## config.mk

```make
export PLATFORM = sky130hd
export DESIGN_NAME = expression_lexer_core
export DESIGN_NICKNAME = d
export VERILOG_FILES = /design/src/rtl/exlex_pkg.sv /design/src/rtl/expression_lexer_core.sv
export SDC_FILE = /design/constraint.sdc
export NUM_CORES = 1
export LEC_CHECK = 0
export BUFFER_PORTS_ARGS = -buffer_cell sky130_fd_sc_hd__buf_2
export CORE_MARGIN = 2
export CORE_UTILIZATION = 43
export DETAILED_ROUTE_END_ITERATION = 8
export GPL_TIMING_DRIVEN = 0
export PLACE_DENSITY_LB_ADDON = 0.15
export SLEW_MARGIN = 20
export SYNTH_ARGS = -nofsm -noshare
export SYNTH_HDL_FRONTEND = slang
export SYNTH_SLANG_ARGS = --single-unit
```

## constraint.sdc

```tcl
create_clock -name clk -period 9.8 [get_ports clk]
set_input_delay 0 -clock clk [delete_from_list [all_inputs] [get_ports clk]]
set_output_delay 0 -clock clk [all_outputs]
set_load 0.03 [all_outputs]
```

## src/rtl/exlex_pkg.sv

```systemverilog
// ----------------------------------------------------------------------------
// exlex_pkg: shared types and constants for the expression lexer
// Token kinds, scanner modes, character classes and the result word layout.
// ----------------------------------------------------------------------------
package exlex_pkg;

  typedef enum logic [4:0] {
    K_ILLEGAL  = 5'd0,
    K_END      = 5'd1,
    K_IDENT    = 5'd2,
    K_NUMBER   = 5'd3,
    K_STRING   = 5'd4,
    K_ASSIGN   = 5'd5,
    K_EQ       = 5'd6,
    K_PLUS     = 5'd7,
    K_MINUS    = 5'd8,
    K_BANG     = 5'd9,
    K_NOTEQ    = 5'd10,
    K_SLASH    = 5'd11,
    K_STAR     = 5'd12,
    K_LT       = 5'd13,
    K_LEQ      = 5'd14,
    K_GT       = 5'd15,
    K_GEQ      = 5'd16,
    K_SEMI     = 5'd17,
    K_LPAREN   = 5'd18,
    K_RPAREN   = 5'd19,
    K_COMMA    = 5'd20,
    K_LBRACE   = 5'd21,
    K_RBRACE   = 5'd22,
    K_LBRACKET = 5'd23,
    K_RBRACKET = 5'd24
  } kind_t;

  typedef enum logic [3:0] {
    M_IDLE    = 4'd0,
    M_IDENT   = 4'd1,
    M_INT     = 4'd2,
    M_FRAC    = 4'd3,
    M_EXP0    = 4'd4,
    M_EXPD    = 4'd5,
    M_STR     = 4'd6,
    M_COMMENT = 4'd7,
    M_PEQ     = 4'd8,
    M_PBANG   = 4'd9,
    M_PLT     = 4'd10,
    M_PGT     = 4'd11
  } mode_t;

  // one result word, kept in the output queue
  typedef struct packed {
    logic        last;
    logic [15:0] line;
    logic [15:0] len;
    logic [15:0] start;
    kind_t       kind;
  } tok_t;

  localparam logic [7:0] CH_NUL    = 8'h00;
  localparam logic [7:0] CH_NL     = 8'h0A;
  localparam logic [7:0] CH_HASH   = 8'h23;
  localparam logic [7:0] CH_DQUOTE = 8'h22;
  localparam logic [7:0] CH_SQUOTE = 8'h27;
  localparam logic [7:0] CH_USCORE = 8'h5F;
  localparam logic [7:0] CH_DOT    = 8'h2E;
  localparam logic [7:0] CH_EQ     = 8'h3D;
  localparam logic [7:0] CH_BANG   = 8'h21;
  localparam logic [7:0] CH_LT     = 8'h3C;
  localparam logic [7:0] CH_GT     = 8'h3E;
  localparam logic [7:0] CH_PLUS   = 8'h2B;
  localparam logic [7:0] CH_MINUS  = 8'h2D;
  localparam logic [7:0] CH_SLASH  = 8'h2F;
  localparam logic [7:0] CH_STAR   = 8'h2A;
  localparam logic [7:0] CH_SEMI   = 8'h3B;
  localparam logic [7:0] CH_LPAREN = 8'h28;
  localparam logic [7:0] CH_RPAREN = 8'h29;
  localparam logic [7:0] CH_COMMA  = 8'h2C;
  localparam logic [7:0] CH_LBRACE = 8'h7B;
  localparam logic [7:0] CH_RBRACE = 8'h7D;
  localparam logic [7:0] CH_LBRACK = 8'h5B;
  localparam logic [7:0] CH_RBRACK = 8'h5D;
  localparam logic [7:0] CH_LO_E   = 8'h65;
  localparam logic [7:0] CH_UP_E   = 8'h45;
  localparam logic [7:0] CH_LO_D   = 8'h64;
  localparam logic [7:0] CH_UP_D   = 8'h44;
  localparam logic [7:0] CH_LO_F   = 8'h66;
  localparam logic [7:0] CH_UP_F   = 8'h46;

  localparam logic [15:0] LINE_MAX = 16'hFFFF;

  function automatic logic is_digit(input logic [7:0] c);
    return (c >= 8'h30) && (c <= 8'h39);
  endfunction

  function automatic logic is_alpha(input logic [7:0] c);
    return ((c >= 8'h61) && (c <= 8'h7A)) || ((c >= 8'h41) && (c <= 8'h5A));
  endfunction

  function automatic logic is_space(input logic [7:0] c);
    return (c == 8'h20) || ((c >= 8'h09) && (c <= 8'h0D));
  endfunction

  function automatic logic is_suffix(input logic [7:0] c);
    return (c == CH_LO_D) || (c == CH_UP_D) || (c == CH_LO_F) || (c == CH_UP_F);
  endfunction

endpackage

```

## src/rtl/expression_lexer_core.sv

```systemverilog
// ----------------------------------------------------------------------------
// expression_lexer_core: streaming expression tokenizer
// Scans one source byte per word and emits tokens with offset, length, line.
// ----------------------------------------------------------------------------
// Usage:
//   s_* channel carries source bytes, one per word; a byte of 0 ends the
//   input, produces an END token and restarts offset and line counters.
//   m_* channel carries tokens; tlast marks the final token caused by one
//   input byte (a byte can close a pending token and form one of its own).
// Throughput: one byte per cycle. The scanner state updates in the cycle a
//   byte is accepted, and its tokens (zero, one or two) are written into a
//   four-word output queue that drains one token per cycle while m_tready
//   is high. A two-token byte always leaves the scanner idle, so another one
//   needs a token-free byte first; the queue never holds more than two words
//   with an always-ready receiver and the input never stalls then.
// Output: a byte's tokens are registered into the queue, and a second token
//   from the same byte follows the first one out of it.
// Stalls: s_tready drops while fewer than two queue slots are free, so a
//   stalled receiver holds the scanner without losing tokens.
// Reset: rst (synchronous, active high) empties the queue, sets the scanner
//   to idle, offset and token start to 0 and the line count to 1.
// ----------------------------------------------------------------------------
module expression_lexer_core #(
  parameter int OFFSET_BITS = 16
) (
  input  logic        clk,
  input  logic        rst,
  // input byte stream
  input  logic        s_tvalid,
  output logic        s_tready,
  input  logic [7:0]  s_tdata,   // [7:0] char_in
  // token stream
  output logic        m_tvalid,
  input  logic        m_tready,
  output logic [55:0] m_tdata,   // [4:0] kind, [20:5] start_offset,
                                 // [36:21] text_length, [52:37] line_no,
                                 // [55:53] zero
  output logic        m_tlast    // last
);

  localparam int OB = OFFSET_BITS;
  // wide enough for an end offset one past the saturated maximum, and at least 17 bits
  localparam int WB = (OB + 1 > 17) ? OB + 1 : 17;
  localparam logic [OB-1:0] OFF_MAX = '1;

  // scanner state
  exlex_pkg::mode_t mode, mode_next;
  logic [OB-1:0]    char_offset, char_offset_next;
  logic [OB-1:0]    token_start, token_start_next;
  logic [15:0]      line_count, line_count_next;

  // output queue
  exlex_pkg::tok_t  queue [4];
  logic [1:0]       wr_ptr, rd_ptr;
  logic [2:0]       count;

  logic             in_fire, out_fire;

  // clamp an offset-sized value to the 16-bit result fields
  function automatic logic [15:0] clamp16(input logic [OB:0] v);
    logic [WB-1:0] w;
    w = WB'(v);
    return (w > WB'(16'hFFFF)) ? 16'hFFFF : w[15:0];
  endfunction

  // scan logic
  logic [7:0]       c;
  logic             again;
  logic             saw_end;
  logic             e0_valid, e1_valid;
  exlex_pkg::tok_t  e0, e1;
  logic [OB:0]      off_x, off_x1, ts_x;
  logic [OB:0]      span_end;
  logic             span_sel;   // span_end = off + 1 (number suffix)
  logic [1:0]       pend_idx;

  assign c      = s_tdata;
  assign off_x  = {1'b0, char_offset};
  assign off_x1 = off_x + (OB+1)'(1);
  assign ts_x   = {1'b0, token_start};
  assign span_end = span_sel ? off_x1 : off_x;
  assign pend_idx = 2'(mode - exlex_pkg::M_PEQ);

  always_comb begin
    mode_next        = mode;
    token_start_next = token_start;
    line_count_next  = line_count;
    again            = 1'b0;
    saw_end          = 1'b0;
    span_sel         = 1'b0;
    e0_valid         = 1'b0;
    e1_valid         = 1'b0;
    e0               = '0;
    e1               = '0;
    e0.line          = line_count;
    e1.line          = line_count;
    // spans run from token_start to the end offset, never negative
    e0.start         = clamp16(ts_x);
    e0.len           = clamp16((span_end >= ts_x) ? (span_end - ts_x) : '0);

    // first half: the mode the byte arrives in
    unique case (mode)
      exlex_pkg::M_IDENT: begin
        if (!(exlex_pkg::is_alpha(c) || exlex_pkg::is_digit(c) ||
              c == exlex_pkg::CH_USCORE || c == exlex_pkg::CH_SQUOTE)) begin
          e0_valid = 1'b1;
          e0.kind  = exlex_pkg::K_IDENT;
          again    = 1'b1;
        end
      end
      exlex_pkg::M_INT, exlex_pkg::M_FRAC, exlex_pkg::M_EXP0,
      exlex_pkg::M_EXPD: begin
        if (mode == exlex_pkg::M_EXP0 &&
            (exlex_pkg::is_digit(c) || c == exlex_pkg::CH_PLUS ||
             c == exlex_pkg::CH_MINUS)) begin
          mode_next = exlex_pkg::M_EXPD;
        end else if (mode != exlex_pkg::M_EXP0 && exlex_pkg::is_digit(c)) begin
          mode_next = mode;
        end else if (mode == exlex_pkg::M_INT && c == exlex_pkg::CH_DOT) begin
          mode_next = exlex_pkg::M_FRAC;
        end else if ((mode == exlex_pkg::M_INT || mode == exlex_pkg::M_FRAC) &&
                     (c == exlex_pkg::CH_LO_E || c == exlex_pkg::CH_UP_E)) begin
          mode_next = exlex_pkg::M_EXP0;
        end else if (exlex_pkg::is_suffix(c)) begin
          // suffix belongs to the number
          e0_valid  = 1'b1;
          e0.kind   = exlex_pkg::K_NUMBER;
          span_sel  = 1'b1;
          mode_next = exlex_pkg::M_IDLE;
        end else begin
          e0_valid = 1'b1;
          e0.kind  = exlex_pkg::K_NUMBER;
          again    = 1'b1;
        end
      end
      exlex_pkg::M_STR: begin
        if (c == exlex_pkg::CH_DQUOTE) begin
          e0_valid  = 1'b1;
          e0.kind   = exlex_pkg::K_STRING;
          mode_next = exlex_pkg::M_IDLE;
        end else if (c == exlex_pkg::CH_NUL) begin
          // unterminated string: flush the text, then END
          e0_valid = 1'b1;
          e0.kind  = exlex_pkg::K_STRING;
          again    = 1'b1;
        end
      end
      exlex_pkg::M_COMMENT: begin
        if (c == exlex_pkg::CH_NL) begin
          if (line_count < exlex_pkg::LINE_MAX) line_count_next = line_count + 16'd1;
          mode_next = exlex_pkg::M_IDLE;
        end else if (c == exlex_pkg::CH_NUL) begin
          again = 1'b1;
        end
      end
      exlex_pkg::M_PEQ, exlex_pkg::M_PBANG, exlex_pkg::M_PLT,
      exlex_pkg::M_PGT: begin
        e0_valid = 1'b1;
        if (c == exlex_pkg::CH_EQ) begin
          e0.len    = 16'd2;
          mode_next = exlex_pkg::M_IDLE;
          unique case (pend_idx)
            2'd0:    e0.kind = exlex_pkg::K_EQ;
            2'd1:    e0.kind = exlex_pkg::K_NOTEQ;
            2'd2:    e0.kind = exlex_pkg::K_LEQ;
            default: e0.kind = exlex_pkg::K_GEQ;
          endcase
        end else begin
          e0.len = 16'd1;
          again  = 1'b1;
          unique case (pend_idx)
            2'd0:    e0.kind = exlex_pkg::K_ASSIGN;
            2'd1:    e0.kind = exlex_pkg::K_BANG;
            2'd2:    e0.kind = exlex_pkg::K_LT;
            default: e0.kind = exlex_pkg::K_GT;
          endcase
        end
      end
      default: again = 1'b1;
    endcase

    // second half: the byte starts something from idle
    e1.start = clamp16(off_x);
    e1.len   = 16'd1;
    if (again) begin
      mode_next        = exlex_pkg::M_IDLE;
      token_start_next = char_offset;
      e1_valid         = 1'b1;
      unique case (c)
        exlex_pkg::CH_NUL: begin
          e1.kind = exlex_pkg::K_END;
          e1.len  = 16'd0;
          saw_end = 1'b1;
        end
        exlex_pkg::CH_HASH: begin
          e1_valid  = 1'b0;
          mode_next = exlex_pkg::M_COMMENT;
        end
        exlex_pkg::CH_DQUOTE: begin
          e1_valid         = 1'b0;
          token_start_next = (char_offset < OFF_MAX) ? char_offset + OB'(1) : OFF_MAX;
          mode_next        = exlex_pkg::M_STR;
        end
        exlex_pkg::CH_EQ:     begin e1_valid = 1'b0; mode_next = exlex_pkg::M_PEQ;   end
        exlex_pkg::CH_BANG:   begin e1_valid = 1'b0; mode_next = exlex_pkg::M_PBANG; end
        exlex_pkg::CH_LT:     begin e1_valid = 1'b0; mode_next = exlex_pkg::M_PLT;   end
        exlex_pkg::CH_GT:     begin e1_valid = 1'b0; mode_next = exlex_pkg::M_PGT;   end
        exlex_pkg::CH_PLUS:   e1.kind = exlex_pkg::K_PLUS;
        exlex_pkg::CH_MINUS:  e1.kind = exlex_pkg::K_MINUS;
        exlex_pkg::CH_SLASH:  e1.kind = exlex_pkg::K_SLASH;
        exlex_pkg::CH_STAR:   e1.kind = exlex_pkg::K_STAR;
        exlex_pkg::CH_SEMI:   e1.kind = exlex_pkg::K_SEMI;
        exlex_pkg::CH_LPAREN: e1.kind = exlex_pkg::K_LPAREN;
        exlex_pkg::CH_RPAREN: e1.kind = exlex_pkg::K_RPAREN;
        exlex_pkg::CH_COMMA:  e1.kind = exlex_pkg::K_COMMA;
        exlex_pkg::CH_LBRACE: e1.kind = exlex_pkg::K_LBRACE;
        exlex_pkg::CH_RBRACE: e1.kind = exlex_pkg::K_RBRACE;
        exlex_pkg::CH_LBRACK: e1.kind = exlex_pkg::K_LBRACKET;
        exlex_pkg::CH_RBRACK: e1.kind = exlex_pkg::K_RBRACKET;
        default: begin
          priority if (exlex_pkg::is_space(c)) begin
            e1_valid = 1'b0;
            if (c == exlex_pkg::CH_NL && line_count < exlex_pkg::LINE_MAX) begin
              line_count_next = line_count + 16'd1;
            end
          end else if (exlex_pkg::is_alpha(c) || c == exlex_pkg::CH_USCORE) begin
            e1_valid  = 1'b0;
            mode_next = exlex_pkg::M_IDENT;
          end else if (exlex_pkg::is_digit(c)) begin
            e1_valid  = 1'b0;
            mode_next = exlex_pkg::M_INT;
          end else begin
            e1.kind = exlex_pkg::K_ILLEGAL;
          end
        end
      endcase
    end

    // the final token of this byte carries tlast
    e0.last = !e1_valid;
    e1.last = 1'b1;

    // END puts every counter back to its reset value
    if (saw_end) begin
      mode_next        = exlex_pkg::M_IDLE;
      char_offset_next = '0;
      token_start_next = '0;
      line_count_next  = 16'd1;
    end else begin
      char_offset_next = (char_offset < OFF_MAX) ? char_offset + OB'(1) : OFF_MAX;
    end
  end

  // handshakes: hold input until two free slots are available
  assign s_tready = (count <= 3'd2);
  assign in_fire  = s_tvalid && s_tready;
  assign m_tvalid = (count != 3'd0);
  assign out_fire = m_tvalid && m_tready;

  // scanner registers
  always_ff @(posedge clk) begin
    if (rst) begin
      mode        <= exlex_pkg::M_IDLE;
      char_offset <= '0;
      token_start <= '0;
      line_count  <= 16'd1;
    end else if (in_fire) begin
      mode        <= mode_next;
      char_offset <= char_offset_next;
      token_start <= token_start_next;
      line_count  <= line_count_next;
    end
  end

  // output queue
  logic [1:0] n_push;
  assign n_push = in_fire ? (2'(e0_valid) + 2'(e1_valid)) : 2'd0;

  always_ff @(posedge clk) begin
    if (n_push != 2'd0) begin
      if (e0_valid) begin
        queue[wr_ptr] <= e0;
        if (e1_valid) queue[wr_ptr + 2'd1] <= e1;
      end else begin
        queue[wr_ptr] <= e1;
      end
    end
  end

  always_ff @(posedge clk) begin
    if (rst) begin
      wr_ptr <= '0;
      rd_ptr <= '0;
      count  <= '0;
    end else begin
      wr_ptr <= wr_ptr + n_push;
      if (out_fire) rd_ptr <= rd_ptr + 2'd1;
      count  <= count + 3'(n_push) - 3'(out_fire);
    end
  end

  // result word
  exlex_pkg::tok_t head;
  assign head    = queue[rd_ptr];
  assign m_tdata = {3'b000, head.line, head.len, head.start, head.kind};
  assign m_tlast = head.last;

endmodule
```

# [Word-level counts from Yosys, hierarchy flattened]
# Memory sizes are Yosys's and may differ from the RTL's. A register that Yosys moved wholly into a read port is not among the register bits.
# Cells that the tools add are included.
[totals] reg_bits=59 latch_bits=0 mem_bits_rw=216 mem_bits_ro=0 mem_count=1
[mem_list] name="queue" words=4 width=54 read_ports=1 rd_ports_with_merged_regs=1 wr=2 line="expression_lexer_core.sv:53" text="exlex_pkg::tok_t queue [4];"
[op_classes] n_addsub=11 n_mul=0 div=0 n_lt_le_gt_ge=15 eq_ne=48 shifts=0 n_mux=93 bitwise=1 n_reduce_logical=38
[ops] operator="16-bit 2-to-1 mux" n=17
[ops] operator="8-bit by 6-bit equality test with 1-bit output, second input constant" n=17
[ops] operator="8-bit by 7-bit equality test with 1-bit output, second input constant" n=11
[ops] operator="5-bit one-hot mux with 13 select lines" n=1
[ops] operator="54-bit 2-to-1 mux" n=1
[ops] operator="4-bit 2-to-1 mux" n=10
[ops] operator="1-bit 2-to-1 mux" n=38
[ops] operator="17-bit 2-to-1 mux" n=2
[ops] operator="16-bit by 1-bit adder with 16-bit output, second input constant" n=2
[ops] operator="16-bit > comparator, second input constant" n=2
[ops] operator="16-bit < comparator, second input constant" n=2
[ops] operator="4-bit one-hot mux with 7 select lines" n=1
[ops] operator="2-bit 2-to-1 mux" n=12
[ops] operator="5-bit one-hot mux with 4 select lines" n=1
[ops] operator="19-bit OR reduction" n=1
[ops] operator="16-bit by 1-bit adder with 17-bit output, second input constant" n=1
[ops] operator="17-bit by 16-bit >= comparator with 1-bit output" n=1
[ops] operator="17-bit by 16-bit > comparator with 1-bit output, second input constant" n=1
[ops] operator="17-bit by 16-bit subtractor with 17-bit output" n=1
[ops] operator="4-bit by 3-bit equality test with 1-bit output, second input constant" n=4
[ops] operator="4-bit equality test, second input constant" n=4
[ops] operator="8-bit by 7-bit >= comparator with 1-bit output, second input constant" n=2
[ops] operator="8-bit by 7-bit <= comparator with 1-bit output, second input constant" n=2
[ops] operator="4-bit one-hot mux with 4 select lines" n=1
[ops] operator="41 further kinds" n=71

# [Logic depth before layout (Yosys ltp)]
# Gate-level depths: netlist of run 1.
[depth] depth_word=17 ltp_mapped=21 mapped_depth_nobuf=18

# [Least setup slack after synthesis of run 1]
# No wires, ideal clock.
[synth_timing] kind="register to register" start="register mode[0]" end="memory queue[2][25] in the netlist's numbering" t_arrival_ns=5.035 t_required_ns=9.726 path_slack_ns=4.690 path_stages_with_launch=22 path_buffers=3 synth_period_minus_slack_ns=5.110 cell_sequence="dfxtp_1 -> inv_1 -> ha_1 -> and3_1 -> and4_1 -> or4_4 -> nor2_1 -> buf_2 -> nand2_1 -> clkbuf_1 -> xor2_1 -> ha_1 -> inv_1 -> fa_1 -> a21o_1 -> a221oi_2 -> o211ai_1 -> a211o_1 -> xnor2_1 -> clkbuf_1 -> o21ai_0 -> o21ai_0"
[synth_rtl] item="start: declaration" line="expression_lexer_core.sv:47" text="exlex_pkg::mode_t mode, mode_next;"
[synth_rtl] item="start signal: assignment" line="expression_lexer_core.sv:263" text="mode <= exlex_pkg::M_IDLE;"
[synth_rtl] item="start signal: assignment" line="expression_lexer_core.sv:268" text="mode <= mode_next;"
[synth_rtl] item="end: declaration" line="expression_lexer_core.sv:53"

==> results.cfg, run 1 <==
[clock_tree]
clock_latency_ns = 0.57
cts_resized = 0
cts_setup_buffers = 0
clockRootBuffer = clkbuf_16
cts-htree-levels = 1
cts_buffers = 30
cts_tree = done
path_clk_slew_ns = 0.07
cts_sinks = 277
postCtsHoldBufs = 2
cts_buffer_depth = 3

[synthesis]
netlist_area_sq_mm = 0.0153
synth_common_cells = 152 x edfxtp_1, 125 x dfxtp_1, 121 x nand2_1, 100 x nor2_1, 87 x a21oi_1
yosys_register_bits = 277
synthArstFlopShare_pct = 0
syn-instance-count = 1480
synth_area_leader_cell = edfxtp_1
ys_seq_area_share_pct = 46.3
synthDistinctLibCells = 95
yosysMostFrequentCell = edfxtp_1
ys.warnings.count = 0
synthTopCellsByArea = edfxtp_1 30%, dfxtp_1 16%, mux4_2 8.0%
synth_flop_cell = edfxtp_1
synth_edf_count = 152
yosysTopAreaCellShare_pct = 29.9
syn_area_per_cell_sq_um = 10.3

[sta]
clock.fmax_ghz = 0.153
min_period_ns = 6.53
setup_tns_ns = 0
hold_viol = 0
slew_violations = 0
min_period_over_period_pct = 66.6
finalClockSkew_ns = 0.0136
worst_pin_slew_ns = 0.992
rsz0062_at_grt = no
hold_ws_ns = 0.0401
slew-limit-headroom_pct = 33.2
setup_violations = 0

[finish]
drive_above_1_share_pct = 14.9
syn_to_final_growth_pct = 13.1
layout.nets = 1630
n_antenna_cell = 0
fill_cells = 3352
seqCellArea_sq_mm = 0.00707
multi_input_area_sq_mm = 0.00756

[detailed_routing]
drt.antenna.violating_nets = 0
wl_mm = 48.4
vias = 12610
wl_per_cell_microns = 23.3
drc = 0
dr.pass1.iters = 6
via_per_inst = 6.08
drtIter0Drc = 1246

[die]
rows = 69
die_area_sq_mm = 0.0370
core_area_sq_mm = 0.0352
ios = 71
die_height_microns = 192
start_util_pct = 43.3
die_w_microns = 192

[critical_path]
crit_chain = inv_1 > ha_1 > and3_1 > and4_1 > or4_4 > nor2_1 > buf_2 > nand2_1 > clkbuf_1 > xor2_1 > ha_1 > inv_1 > fa_1 > a21o_1 > a221oi_2 > o211ai_1 > a211o_1 > xnor2_1 > clkbuf_1 > o21ai_0 > o21ai_0
worst_setup_path_end_kind = register
crit_start = mode[0]
path_class = reg2reg
critPathBufInv = 5
endpoint = queue[1][32]
reg2reg_from = mode[0]
r2r-end = queue[1][32]
r2r_setup_slack_ns = 3.27
crit_family = compound AO/OA/AOI/OAI gates
cp_slowest_stage_delay_ns = 0.58
startpoint_type = register
cp_slowest_cell = or4_4
crit_fanout = 10
arrival_ns = 7.01
r2r_cells = 21
cp_num_cells = 21
cp.required_ns = 10.28

[placed_design]
post-dp-hpwl_mm = 34.7
routabilityCongestion = 0.974
io_buffers = 66

[worst_hold_path]
hold_path_startpoint = s_tdata[3]
hp-class = in2reg

[power_and_ir_drop]
peakVddDrop_uv = 204
p_total_w = 0.00482
p_leak_nw = 5.86
p_per_area_mw_per_mm2 = 279

[grt]
gr-usage-all-layers_pct = 26.1
antenna_found_initial = 0
grt_pass1_vias = 11893
grt_pass1_wl_mm = 72.7
grt_max_degree = 42
grt_overflow_total = 0

[status]
status = completed

[job]
cap_violations = 0
-- sequential cells by signal, indices dropped and copies added (netlist names), named ones only --
| signal | flops |
|---|---|
| queue | 216 |
| char_offset | 16 |
| line_count | 16 |
| token_start | 16 |
| mode | 4 |
| count | 3 |
| rd_ptr | 2 |
| wr_ptr | 2 |
-- worst min-delay path, cell delays in order --
cell      delay [ns]
buf_2           0.13
or4_1           0.12
nor4_1          0.07
o21ai_0         0.14
a221oi_1        0.09
-- layer usage --
| metal | track usage (%) | part of all wire, % |
|---|---|---|
| met5 | 0 | 0 |
| met3 | 3.91 | 6.5 |
| met1 | 37.5 | 46 |
| met2 | 41.4 | 46 |
| met4 | 6.55 | 2.2 |
-- where the power goes --
part / switching, W / internal, W / total, W
logic: 0.00142 / 0.000693 / 0.00212
clock network: 0.000471 / 0.000588 / 0.00106
registers: 0.0000971 / 0.00155 / 0.00164
-- through the flow --
| stage | setup slack (ns) | cell area (sq um) | std cells | utilization [%] |
|---|---|---|---|---|
| floorplan | 4.69 | 15300 | 1482 | - |
| global placement | 2.55 | 16200 | 2009 | 45.9 |
| detailed placement | 3.37 | 16300 | 2014 | 46.3 |
| CTS | 3.37 | 17300 | 2072 | 49.0 |
| global route | 2.87 | 17300 | 2073 | 49.0 |
| finish | 3.27 | 17300 | 2073 | 49.0 |
-- worst min-delay path by stage --
| stage | to | depth (start not counted) | slack, ns |
|---|---|---|---|
| after CTS | mode[2] | 5 | 0.04 |
| after floorplan | line_count[14] | 3 | 0.20 |
| after detailed placement | line_count[8] | 3 | 0.37 |
| after global placement | line_count[8] | 3 | 0.37 |
| final | mode[2] | 5 | 0.04 |
| after global routing | mode[1] | 5 | 0.1 |
-- cell type report --
cell class,instances,area share [%]
multi-input combinational,1042,43.8
clock inverter,19,0.768
inverter,40,0.869
sequential,277,40.9
timing repair buffer,74,2.75
buffer,123,3.08
clock buffer,37,4.50
tap,461,3.34
-- placed cells by master (no fill, tap or decap), types with 14 or more instances in the layout --
master,netlist,layout
edfxtp_1,152,152
dfxtp_1,125,125
nand2_1,121,121
nor2_1,100,100
clkbuf_1,86,88
buf_2,22,88
a21oi_1,87,87
o21ai_0,72,72
a22o_1,72,72
and2_1,68,68
mux4_2,54,54
nand3_1,50,50
inv_1,40,40
clkbuf_16,0,30
ha_1,28,28
a31oi_1,26,26
nor3_1,26,25
o211ai_1,22,22
xnor2_1,21,21
and3_1,18,18
xor2_1,16,16
a211oi_1,15,15
o22ai_1,15,15
nand4_1,14,14
-- cell families after synthesis --
family / Yosys count / synth area share [%]
AND/OR/NAND/NOR: 489 / 16.6
AO/OA/AOI/OAI: 425 / 19.8
flip-flops: 277 / 46.3
buffers and inverters: 163 / 4.36
multiplexers: 58 / 8.24
XOR/XNOR: 37 / 2.12
adder cells (fa/ha/maj): 30 / 2.56
other: 1 / 0.0246
(Power assumes the default switching activity.)
==> run 2: changes to the inputs <==
- clock period: 9.8 -> 6 ns (I/O delays scaled with it)
==> run 2 against run 1 <==
Against the previous run: global-route usage is the same; maximum frequency rose by 13%; utilization is 0.16 points higher; clock skew rose by 0.0026 ns; clock power increased by 63%; sequential share of layout area down 0.13 points; routed wire length barely moved; non-clock buffer count is 2 higher.
==> results.cfg, run 2 (synthesized netlist as in run 1, its figures left out) <==
[status]
status = completed

[power_and_ir_drop]
power_frac_comb_pct = 44.2
p_sw_w = 0.00326
p_seq_share_pct = 33.9
p_int_w = 0.00464
p_per_area_mw_per_mm2 = 456
p_clk_share_pct = 21.8
p_leak_nw = 5.89
switching_share_pct = 41.3
peakVddDrop_uv = 335

[die]
die_w_microns = 192
die_height_microns = 192
rows = 69
ios = 71
die_area_sq_mm = 0.0370
start_util_pct = 43.3
core_area_sq_mm = 0.0352

[detailed_routing]
drt.antenna.violating_nets = 0
wl_mm = 48.4
drc = 0
wl_per_cell_microns = 23.3
via_per_inst = 6.09
dr.pass1.iters = 5
vias = 12640
drtIter0Drc = 1192

[finish]
multi_input_area_sq_mm = 0.00760
final_cell_mix = 152 x edfxtp_1, 125 x dfxtp_1, 121 x nand2_1
layout.nets = 1632
n_antenna_cell = 0
seqCellArea_sq_mm = 0.00707
drive_above_1_share_pct = 15.3
fin_util_pct = 49.2
largest_register = queue
final_common_cell = edfxtp_1
largest_reg_flops = 216
syn_to_final_growth_pct = 13.5
stdcell_count = 2075
fill_cells = 3352
final_area_sq_mm = 0.0173

[job]
cap_violations = 0

[grt]
gr-usage-all-layers_pct = 26.1
met1_usage_pct = 37.5
grt_overflow_total = 0
grt_pass1_wl_mm = 72.7
grtUsageMet3_pct = 3.91
grt_max_degree = 42
grt_most_used_layer = met2
met2_usage_pct = 41.4
grt_pass1_vias = 11905
antenna_found_initial = 0

[sta]
min_period_over_period_pct = 96.2
setup_violations = 0
hold_ws_ns = 0.0454
slew_violations = 0
worst_pin_slew_ns = 0.992
clock.fmax_ghz = 0.173
hold_viol = 0
slew-limit-headroom_pct = 33.3
finalClockSkew_ns = 0.0162
setup_tns_ns = 0
rsz0062_at_grt = no
min_period_ns = 5.77

[placed_design]
dp.cells = 2014
placed_area_sq_mm = 0.0163
io_buffers = 66
post-dp-hpwl_mm = 34.7
routabilityCongestion = 0.974

[critical_path]
worst_setup_path_end_kind = register
cp_slowest_cell = or4_4
arrival_ns = 6.18
crit_chain = inv_1 > ha_1 > and3_1 > and4_1 > or4_4 > nor2_1 > clkbuf_4 > nand2_1 > buf_2 > xor2_1 > ha_1 > inv_1 > fa_1 > a21o_1 > a221oi_4 > o211ai_1 > a211o_1 > xnor2_4 > clkbuf_2 > o211ai_1 > o21ai_0
crit_fanout = 10
path_class = reg2reg
startpoint_type = register
cp.required_ns = 6.40
cp_slowest_stage_delay_ns = 0.58

[clock_tree]
cts-htree-levels = 1
cts_buffer_depth = 3
cts_sinks = 277
path_clk_slew_ns = 0.06
clockRootBuffer = clkbuf_16
cts_tree = done
cts_buffers = 30
clock_latency_ns = 0.57

[worst_hold_path]
hp-class = in2reg
## run 2: repair_timing
action | 4_1_cts | 5_1_grt
pin swaps | 1 | 1
endpoints found under the hold margin | 11 | 0
hold buffers | 2 | 0
buffers inserted | 1 | 1
resized for setup | 6 | 7
setup endpoints to repair | 60 | 67
## run 2: final timing paths
check	cells past startpoint	to	from	slack [ns]
max	21	queue[2][28]	mode[0]	0.23
min	5	mode[2]	s_tdata[3]	0.05
max reg2reg	21	queue[2][28]	mode[0]	0.23
min reg2reg	2	queue[3][25]	queue[3][25]	0.45
## run 2: power by group through the flow
stage                     combinational, W  sequential (W)  clock [W]
after floorplan                    0.00234         0.00268          0
after global placement             0.00334         0.00273          0
after detailed placement           0.00345         0.00272          0
after CTS                          0.00348         0.00268    0.00175
after global routing               0.00373         0.00272    0.00183
final                              0.00350         0.00268    0.00173
## run 2: area by class of cell
| cell class | count | share of cell area, % |
|---|---|---|
| timing repair buffer | 76 | 2.83 |
| inverter | 40 | 0.866 |
| clock buffer | 37 | 4.48 |
| tap | 461 | 3.33 |
| buffer | 123 | 3.10 |
| clock inverter | 19 | 0.765 |
| multi-input combinational | 1042 | 43.8 |
| sequential | 277 | 40.8 |
## run 2: worst max-delay path, delay by kind of cell, from the launching register on
| kind | cells | cell delay [ns] |
|---|---|---|
| adder cells (fa/ha/maj) | 3 | 0.93 |
| buffers and inverters | 5 | 0.91 |
| flip-flops | 1 | 0.36 |
| AND/OR/NAND/NOR | 5 | 1.33 |
| XOR/XNOR | 2 | 0.37 |
| AO/OA/AOI/OAI | 6 | 1.68 |
## run 2: per-stage QoR
stage                     total power (W)  setup WS, ns
after floorplan                   0.00502         0.890
after global placement            0.00608         -1.25
after detailed placement          0.00617        -0.426
after CTS                         0.00792        0.0304
after global routing              0.00829       0.00438
final                             0.00791         0.227
## run 2: routing by layer
| metal | vias up | routed length (microns) | share of wire (%) |
|---|---|---|---|
| li1 | 5847 | - | - |
| met1 | 6251 | 22100 | 46 |
| met2 | 484 | 22100 | 46 |
| met3 | 58 | 3090 | 6.4 |
| met4 | 0 | 1020 | 2.1 |
| met5 | - | 0 | 0 |
==> run 3: changes to the inputs <==
- CORE_ASPECT_RATIO: not set -> 0.7
- CORE_MARGIN: 2 -> 3
- SKIP_LAST_GASP: not set -> 1
==> run 3 against run 2 <==
Against the previous run: maximum frequency shrank 0.69%; routed wire length grew 5.2%; die area grew 2.2%; highest routed layer unchanged; largest power group unchanged; critical path type unchanged; non-clock buffer count grew 1.
==> results.cfg, run 3 (synthesized netlist as in run 1, its figures left out) <==
[status]
status = completed

[critical_path]
critPathBufInv = 6
worst_setup_path_end_kind = register
cp_slowest_stage_delay_ns = 0.59
crit_family = simple AND/OR/NAND/NOR gates
cp_slowest_cell = or4_4
crit_fanout = 10
crit_start = mode[0]
arrival_ns = 6.30
reg2reg_from = mode[0]
path_class = reg2reg
cp.required_ns = 6.49
startpoint_type = register
crit_chain = inv_1 > ha_1 > and3_1 > and4_1 > or4_4 > nor2_2 > buf_6 > nand2_1 > buf_2 > nor2_1 > xor2_2 > ha_1 > a21o_1 > a221oi_4 > o211ai_1 > buf_4 > a211o_1 > xnor2_4 > clkbuf_4 > o211ai_1 > buf_4 > o21ai_0

[sta]
setup_tns_ns = 0
min_period_ns = 5.81
hold_ws_ns = 0.0799
min_period_over_period_pct = 96.9
slew_violations = 0
clock.fmax_ghz = 0.172
finalClockSkew_ns = 0.0134
slew-limit-headroom_pct = 25.6
setup_violations = 0
hold_viol = 0
worst_pin_slew_ns = 1.11

[detailed_routing]
wl_per_cell_microns = 24.4
drc = 0
drt.antenna.violating_nets = 0
wl_mm = 50.9
dr.pass1.iters = 6
via_per_inst = 6.15
vias = 12830
drtIter0Drc = 1468

[clock_tree]
clock_latency_ns = 0.57
cts-htree-levels = 1
clockRootBuffer = clkbuf_16
cts_sinks = 277
path_clk_slew_ns = 0.06
cts_buffers = 30
cts_tree = done
cts_buffer_depth = 3

[placed_design]
routabilityCongestion = 0.960
dp.cells = 2024
io_buffers = 66
post-dp-hpwl_mm = 36.7

[die]
rows = 57
ios = 71
die_area_sq_mm = 0.0378
die_height_microns = 164
start_util_pct = 43.8
die_w_microns = 231
core_area_sq_mm = 0.0349

[finish]
layout.nets = 1633
n_antenna_cell = 0
syn_to_final_growth_pct = 13.9
largest_reg_flops = 216
final_cell_mix = 152 x edfxtp_1, 125 x dfxtp_1, 121 x nand2_1
final_common_cell = edfxtp_1
largest_register = queue
drive_above_1_share_pct = 16.2
stdcell_count = 2087
fin_util_pct = 49.9

[power_and_ir_drop]
p_total_w = 0.00801
p_leak_nw = 5.91
peakVddDrop_uv = 269
p_per_area_mw_per_mm2 = 461

[grt]
antenna_found_initial = 1
grt_pass1_wl_mm = 76.9
grt_overflow_total = 0
gr-usage-all-layers_pct = 26.7
grt_max_degree = 34
grt_pass1_vias = 12122

[job]
cap_violations = 0

[worst_hold_path]
hp-class = in2reg
hold_path_startpoint = s_tdata[3]
[run 3: changes by cell type in the layout (fill, tap and decap cells not counted), sizes merged]
cell | previous run | this run
bufinv | 1 | 0
buf | 112 | 113
inv | 40 | 43
clkinvlp | 5 | 2
clkbuf | 122 | 123
[run 3: area by class of cell]
| class | count | area (sq um) |
|---|---|---|
| Inverter | 40 | 150 |
| Clock buffer | 38 | 821 |
| Tap cell | 472 | 591 |
| Buffer | 123 | 546 |
| Multi-Input combinational cell | 1042 | 7630 |
| Fill cell | 3239 | 17500 |
| Clock inverter | 18 | 116 |
| Timing Repair Buffer | 77 | 468 |
| Sequential cell | 277 | 7070 |
[run 3: per-layer routing]
metal	vias to the layer above	global-route usage, %	wire (microns)
li1	5862	-	-
met1	6336	42.7	24800
met2	571	37.4	20600
met3	61	5.40	4790
met4	0	4.25	773
met5	-	0	0
[run 3: per-stage QoR]
step | cell area, sq um | setup slack [ns]
6_report | 17400 | 0.187
5_1_grt | 17400 | -0.0263
4_1_cts | 17300 | 0.0586
3_5_place_dp | 16300 | -0.436
3_3_place_gp | 16200 | -1.30
2_1_floorplan | 15300 | 0.890
[run 3: worst paths after layout]
kind | slack, ns | cells after the start | endpoint
worst max-delay path | 0.19 | 22 | queue[0][22]
worst min-delay path | 0.08 | 5 | mode[2]
worst min register to register | 0.45 | 2 | queue[1][32]
worst max register to register | 0.19 | 22 | queue[0][22]
[run 3: worst min-delay path, delay by kind of cell]
kind | cells | cell delay, ns
compound gates | 2 | 0.26
simple gates | 2 | 0.19
buf+inv | 1 | 0.13
[run 3: timing repair]
action | in CTS | in global routing
hold endpoints to repair | 9 | 0
endpoints found under the setup margin | 52 | 97
pin swaps | 3 | 4
setup buffers | 2 | 3
hold buffers | 2 | 0
resized for setup | 6 | 15
[run 3: where the power goes]
part / total [W] / switching (W) / internal, W
clock: 0.00178 / 0.000803 / 0.000974
sequential: 0.00269 / 0.000165 / 0.00252
combinational: 0.00355 / 0.00238 / 0.00117
total: 0.00801 / 0.00335 / 0.00467
